$ cat src/hdl/xrng_pkg.sv
// shared types, constants and helper functions for the xoshiro256** rng unit
// no dependencies; used by every module under hdl

package xrng_pkg;

	localparam logic [63:0] GOLDEN_GAMMA = 64'h9E3779B97F4A7C15;
	localparam logic [63:0] SM_MUL_A     = 64'hBF58476D1CE4E5B9;
	localparam logic [63:0] SM_MUL_B     = 64'h94D049BB133111EB;
	localparam logic [63:0] ACC_A_INIT   = 64'h243F6A8885A308D3;
	localparam logic [63:0] ACC_B_INIT   = 64'h13198A2E03707344;
	localparam logic [63:0] BYTE_MUL     = 64'hA0761D6478BD642F;

	localparam logic [5:0] ROT_GEN_OUT = 6'd7;
	localparam logic [5:0] ROT_GEN_S3  = 6'd45;
	localparam logic [5:0] ROT_MIX_A   = 6'd23;
	localparam logic [5:0] ROT_MIX_B   = 6'd41;
	localparam int unsigned GEN_SHIFT  = 17;

	// input word commands
	localparam logic CMD_READ = 1'b0;
	localparam logic CMD_MIX  = 1'b1;

	// command word from controller to datapath
	typedef struct packed {
		logic       load_item;
		logic       sm_add;
		logic       mul_run;
		logic       mul_sel_b;
		logic [1:0] sm_idx;
		logic       gen1;
		logic       gen2;
		logic       gen_emit;
		logic       mix1;
		logic       mix_port;
		logic       mix2;
		logic       fold;
	} xrng_cmd_t;

	// status from datapath back to controller
	typedef struct packed {
		logic mul_done;
	} xrng_stat_t;

	// rotate left, a rotation by zero returns the operand
	function automatic logic [63:0] rotl64(input logic [63:0] x, input logic [5:0] r);
		logic [6:0] rc;
		rc = 7'd64 - {1'b0, r};
		if (r == 6'd0)
			return x;
		return (x << r) | (x >> rc);
	endfunction

endpackage

$ cat src/hdl/xrng_ctrl.sv
// controller: sequences seeding, generator steps and mix runs, owns both handshakes
// depends on xrng_pkg

module xrng_ctrl (
	input  logic                 clk,
	input  logic                 arst_n,
	input  logic                 in_valid,
	output logic                 in_ready,
	input  logic                 cmd,
	input  logic                 last_byte,
	output logic                 out_valid,
	input  logic                 out_ready,
	output xrng_pkg::xrng_cmd_t  cmd_out,
	input  xrng_pkg::xrng_stat_t stat
);

	typedef enum logic [3:0] {
		ST_IDLE,
		ST_SM_ADD,
		ST_SM_MULA,
		ST_SM_MULB,
		ST_GEN1,
		ST_GEN2,
		ST_MIX1,
		ST_MIX2,
		ST_FOLD
	} state_t;

	state_t     state_q;
	logic       seeded_q;
	logic       cmd_q;
	logic       last_q;
	logic [1:0] idx_q;
	logic       out_valid_q;
	logic       accept;
	logic       out_free;
	logic       is_mix;

	assign in_ready  = (state_q == ST_IDLE);
	assign accept    = in_valid && in_ready;
	assign out_free  = !out_valid_q || out_ready;
	assign out_valid = out_valid_q;
	assign is_mix    = (cmd == xrng_pkg::CMD_MIX);

	always_comb begin
		cmd_out           = '0;
		cmd_out.sm_idx    = idx_q;
		unique case (state_q)
			ST_IDLE: begin
				cmd_out.load_item = accept;
				cmd_out.gen1      = accept && seeded_q && !is_mix;
				cmd_out.mix1      = accept && seeded_q && is_mix;
				cmd_out.mix_port  = 1'b1;
			end
			ST_SM_ADD:  cmd_out.sm_add = 1'b1;
			ST_SM_MULA: cmd_out.mul_run = 1'b1;
			ST_SM_MULB: begin
				cmd_out.mul_run   = 1'b1;
				cmd_out.mul_sel_b = 1'b1;
			end
			ST_GEN1: cmd_out.gen1 = 1'b1;
			ST_GEN2: begin
				cmd_out.gen2     = cmd_q || out_free;
				cmd_out.gen_emit = !cmd_q && out_free;
			end
			ST_MIX1: cmd_out.mix1 = 1'b1;
			ST_MIX2: cmd_out.mix2 = 1'b1;
			ST_FOLD: cmd_out.fold = 1'b1;
			default: ;
		endcase
	end

	always_ff @(posedge clk or negedge arst_n) begin
		if (!arst_n) begin
			state_q     <= ST_IDLE;
			seeded_q    <= 1'b0;
			cmd_q       <= 1'b0;
			last_q      <= 1'b0;
			idx_q       <= 2'd0;
			out_valid_q <= 1'b0;
		end else begin
			// a new word lands in the output register, or the pending one is taken
			if (cmd_out.gen_emit) begin
				out_valid_q <= 1'b1;
			end else if (out_ready) begin
				out_valid_q <= 1'b0;
			end
			unique case (state_q)
				ST_IDLE: begin
					if (accept) begin
						cmd_q  <= is_mix;
						last_q <= last_byte;
						idx_q  <= 2'd0;
						if (!seeded_q) begin
							state_q <= ST_SM_ADD;
						end else if (is_mix) begin
							state_q <= ST_MIX2;
						end else begin
							state_q <= ST_GEN2;
						end
					end
				end
				ST_SM_ADD: state_q <= ST_SM_MULA;
				ST_SM_MULA: begin
					if (stat.mul_done) begin
						state_q <= ST_SM_MULB;
					end
				end
				ST_SM_MULB: begin
					if (stat.mul_done) begin
						if (idx_q == 2'd3) begin
							seeded_q <= 1'b1;
							state_q  <= cmd_q ? ST_MIX1 : ST_GEN1;
						end else begin
							idx_q   <= idx_q + 2'd1;
							state_q <= ST_SM_ADD;
						end
					end
				end
				ST_GEN1: state_q <= ST_GEN2;
				ST_GEN2: begin
					if (cmd_q || out_free) begin
						state_q <= ST_IDLE;
					end
				end
				ST_MIX1: state_q <= ST_MIX2;
				ST_MIX2: state_q <= last_q ? ST_FOLD : ST_IDLE;
				ST_FOLD: state_q <= ST_GEN1;
				default: state_q <= ST_IDLE;
			endcase
		end
	end

	// a new word is only written into a free output register
	a_emit_free: assert property (@(posedge clk) disable iff (!arst_n)
		cmd_out.gen_emit |-> (!out_valid_q || out_ready))
		else $error("output word overwritten while still pending");

	// entropy is only mixed into a seeded generator
	a_mix_seeded: assert property (@(posedge clk) disable iff (!arst_n)
		cmd_out.mix1 |-> seeded_q)
		else $error("mix issued before seeding");

	// once seeded the generator never reseeds
	a_seeded_sticky: assert property (@(posedge clk) disable iff (!arst_n)
		seeded_q |=> seeded_q)
		else $error("seeded flag dropped");

	// a fold is always followed by the discarded generator step
	a_fold_then_gen: assert property (@(posedge clk) disable iff (!arst_n)
		cmd_out.fold |=> cmd_out.gen1)
		else $error("fold not followed by generator step");

endmodule

$ cat config.mk
export PLATFORM = sky130hd
export DESIGN_NAME = xrng_ctrl
export DESIGN_NICKNAME = d
export VERILOG_FILES = /design/src/hdl/xrng_pkg.sv /design/src/hdl/xrng_ctrl.sv
export SDC_FILE = /design/constraint.sdc
export NUM_CORES = 1
export LEC_CHECK = 0
export BUFFER_PORTS_ARGS = -buffer_cell sky130_fd_sc_hd__buf_2
export CAP_MARGIN = 20
export CORE_MARGIN = 3
export CORE_UTILIZATION = 35
export DETAILED_ROUTE_END_ITERATION = 8
export HOLD_SLACK_MARGIN = 0.03
export SLEW_MARGIN = 30
export SYNTH_ARGS = -nofsm -noshare
export SYNTH_HDL_FRONTEND = slang
export SYNTH_SLANG_ARGS = --single-unit
export TNS_END_PERCENT = 100
$ cat constraint.sdc
create_clock -name clk -period 3.67 [get_ports clk]
set_input_delay 0.734 -clock clk [delete_from_list [all_inputs] [get_ports clk]]
set_output_delay 0.734 -clock clk [all_outputs]
set_load 0.01 [all_outputs]
Word-level counts from Yosys, hierarchy flattened. Index checks and enable logic that the tools add are counted.

Register bits after elaboration: 10. Logic and storage cells: 65. Output and inout bits: 15.

Mux-type cells: 26. Reductions and logical operators: 18. Add/sub/neg operators: 1. Eq/ne operators: 14.

Operator list (count): 4-bit one-hot mux with 9 select lines (1); 4-bit two-way mux (5); 4-bit by 3-bit == test with 1-bit output, second input constant (4); 2-bit two-way mux (6); 1-bit two-way mux (9); 4-bit by 2-bit == test with 1-bit output, second input constant (2); 2-bit != test, second input constant (4); 4-bit AND reduction (2); 3-bit two-way mux (2); 1-bit logical AND (5); 4-bit by 1-bit == test with 1-bit output, second input constant (1); 4-bit == test, second input constant (1); 4-bit zero test (1); 1-bit one-hot mux with 2 select lines (2); 2-bit one-hot mux with 2 select lines (1); 2-bit nonzero test (2); 1-bit zero test (3); 3-bit AND reduction (1); 2-bit by 1-bit adder with 2-bit output, second input constant (1); 2-bit == test, second input constant (1); 1-bit logical OR (2); 2-bit by 1-bit != test with 1-bit output, second input constant (1); 2-bit AND reduction (1); 2-bit OR reduction (1).

Depth between registers and ports, before layout.
Depth after elaboration: 5. Mapped depth: 6. Mapped depth without buffers: 6.

Worst setup path after synthesis. OpenSTA, ideal clock, no wires.

Path kind: register -> output. Start point: register state_q[3]. End point: output cmd_out[6] in the netlist's numbering. Cell stages (with the launch flop): 7. Arrival: 1.674 ns. Path slack: 1.262 ns. Cells stage by stage: dfrtp_1 -> buf_2 -> nor4_1 -> and2_1 -> buf_2 -> nand2_1 -> o32ai_1.

RTL lines: from (decl) (RTL line xrng_ctrl.sv:29) `state_t state_q;`; from (signal assigned) (RTL line xrng_ctrl.sv:113) `state_q <= cmd_q ? ST_MIX1 : ST_GEN1;`; from (signal assigned) (RTL line xrng_ctrl.sv:127) `ST_MIX2: state_q <= last_q ? ST_FOLD : ST_IDLE;`; to (decl) (RTL line xrng_ctrl.sv:13) `output xrng_pkg::xrng_cmd_t cmd_out,`.

==> flow_summary.toml <==
[outcome]
outcome = "completed"

[setup_path]
worstSetupEndpointType = "output port"
path_delay_family = "simple AND/OR/NAND/NOR gates"
timing.reg2reg.setup_slack_ns = 1.86
cp-start-kind = "register"
r2r_start = "state_q[1]$_DFFE_PN0P_"
required_ns = 2.94
critical_path.slowest_cell = "dfrtp_1"
cpPeakStageDelay_ns = 0.54
crit_buf_inv = 1
path_class = "register to output port"
arrival_ns = 1.93
reg2reg_to = "state_q[0]$_DFFE_PN0P_"
crit_start = "state_q[0]$_DFFE_PN0P_"
r2r_cells = 4
critical_path.max_fanout = 15
path_cells = "nor4_1 > and2_1 > nand2_1 > o32ai_1 > buf_2"

[logic_synthesis]
ys_seq_area_share_pct = 38.2
synth_nets = 85
avgSynthCellArea_um2 = 8.50
synth_top_family_by_area = "simple AND/OR/NAND/NOR gates"
synth.cell_area_um2 = 654
synth_compound_area_share_pct = 20.7
synth_warnings = 0
synthCells = 77
synthAdderAreaFrac_pct = 1.91
yosys.area_share.simple_pct = 29.1
muxShareOfSynthArea_pct = 4.02
yosysUniqueCellTypes = 30
synth_xor_area_share_pct = 0
ys_ff_latch = 10

[sta]
fin_ws_ns = 1.01
clock_skew_ns = 0.00604
finalSetupTns_ns = 0
period_share_pct = 72.5
hold_viol = 0
max_slew_margin_pct = 71.2
clock.fmax_ghz = 0.376
drv_slew = 0
setup_violations = 0
worst_hold_slack_ns = 0.319
rsz0062_at_grt = "no"
tightest_slew_ns = 0.432
fin_crit_ns = 2.66

[routing]
drt_drc_violations_left = 0
drtIter0Drc = 14
via_count = 621
drt_pre_antenna_iters = 4
drt-total-wl_mm = 1.56
antenna_left = 0
avgRoutedWirePerCell_um = 12.9
viasPerCell = 5.13

[layout]
seqCellArea_um2 = 250
drive_gt1_share_pct = 31.3
final_cell_mix = "21 x buf_2, 10 x dfrtp_1, 9 x nand2_1"
antenna_cells_inserted = 0
num-nets-final = 105
nFillCells = 187
final_common_cell = "buf_2"
multi_input_area_um2 = 364
fin_area_um2 = 795
syn_to_final_growth_pct = 21.4

[grt]
grt_max_degree = 17
grt.met2_usage_pct = 17.9
first_global_vias = 536
antenna_found_initial = 0
top_usage_layer = "met1"
overflow = 0
grt_pass1_wl_mm = 2.55
met3_usage_pct = 3.36
track_usage_pct = 13.5
met1_usage_pct = 19.6

[clock_tree]
htreeDepth = 1
cts_tree = "yes"
max-clock-path-buffers = 2
cts_resized = 0
cts_buffers = 3
clk_latency_ns = 0.26
clk_pin_slew_ns = 0.07
clock_sinks = 10
hold_buffers = 0
cts_setup_buffers = 0
root_buffer = "clkbuf_4"

[floorplan]
io_pins = 22
die_h_um = 49.2
die_w_um = 49.2
die-area_mm2 = 0.00242
initial_core_util_pct = 37.5
design.core.area_mm2 = 0.00175
num_rows = 15

[job]
max-cap-violations = 0

[hold_path]
worstHoldPathType = "primary input to asynchronous set/reset pin"

[power_and_ir_drop]
ir_drop_mv = 0.341
p_comb_share_pct = 45.7
power_mw = 0.577
swShare_pct = 42.8
internal_power_mw = 0.330
clockPowerShare_pct = 17.0
p_sw_mw = 0.247
p_per_area_mw_per_mm2 = 726
p_leak_nw = 0.390
power_frac_seq_pct = 37.3

[placement]
portBuffers = 21
place_ws_ns = 1.30
placedInstanceArea_um2 = 758
gp_congestion = 0.786
post-dp-hpwl_mm = 1.16
## stage by stage
step                      cells  util [%]
after global placement      117      43.4
after global routing        121      45.5
final                       121      45.5
after floorplan              77         -
after detailed placement    117      43.4
after CTS                   121      45.5
## worst max path at each step
stage / endpoint / slack [ns] / depth (start not counted)
final: cmd_out[6] / 1.01 / 5
after global routing: cmd_out[6] / 0.87 / 5
after CTS: cmd_out[6] / 1.00 / 5
after detailed placement: cmd_out[6] / 1.30 / 5
after global placement: cmd_out[6] / 1.41 / 5
after floorplan: cmd_out[6] / 1.26 / 6
## sequential cells by signal, indices dropped and copies added, names as in the netlist
register,flops
last_q,1
out_valid,1
idx_q,2
seeded_q,1
cmd_q,1
state_q,4
## Yosys cell counts
| cell type | number | area, um2 |
|---|---|---|
| a21o_1 | 1 | 7.51 |
| a21oi_1 | 5 | 25.0 |
| a2bb2oi_1 | 1 | 8.76 |
| a31o_2 | 1 | 8.76 |
| a32o_1 | 1 | 10.0 |
| a32oi_1 | 1 | 8.76 |
| and2_1 | 1 | 6.26 |
| buf_2 | 2 | 10.0 |
| buf_4 | 2 | 15.0 |
| clkbuf_1 | 2 | 7.51 |
| dfrtp_1 | 10 | 250 |
| ha_1 | 1 | 12.5 |
| inv_1 | 2 | 7.51 |
| mux2_1 | 1 | 11.3 |
| mux2_4 | 1 | 15.0 |
| nand2_1 | 9 | 33.8 |
| nand2b_1 | 8 | 50.1 |
| nand2b_2 | 1 | 8.76 |
| nand3_1 | 2 | 10.0 |
| nor2_1 | 4 | 15.0 |
| nor2b_1 | 3 | 18.8 |
| nor3_1 | 4 | 20.0 |
| nor3_2 | 1 | 10.0 |
| nor4_1 | 1 | 6.26 |
| o21ai_0 | 6 | 30.0 |
| o21bai_1 | 1 | 7.51 |
| o22ai_1 | 2 | 12.5 |
| o31ai_1 | 1 | 7.51 |
| o32ai_1 | 1 | 8.76 |
| or3_4 | 1 | 11.3 |
## routing by layer
metal	wire, um	vias to the layer above
met4	14	0
met1	798	290
li1	-	309
met5	0	-
met2	644	20
met3	98	2
## cell families after synthesis
family	after synthesis
compound gates	21
flops	10
fa+ha+maj	1
simple gates	35
mux	2
buf+inv	8
## area by class of cell
class | count | share of cell area [%]
Clock buffer | 4 | 4.57
Inverter | 2 | 0.945
Multi-Input combinational cell | 59 | 45.8
Sequential cell | 10 | 31.5
Tap cell | 25 | 3.94
Timing Repair Buffer | 21 | 13.2
## power by group through the flow
stage / registers (mW) / clock network (mW) / logic, mW
after global placement: 0.213 / 0 / 0.264
after floorplan: 0.183 / 0 / 0.221
final: 0.215 / 0.0979 / 0.264
after CTS: 0.214 / 0.100 / 0.268
after detailed placement: 0.216 / 0 / 0.266
after global routing: 0.223 / 0.106 / 0.298
No activity file was read; power rests on OpenSTA's default activity.
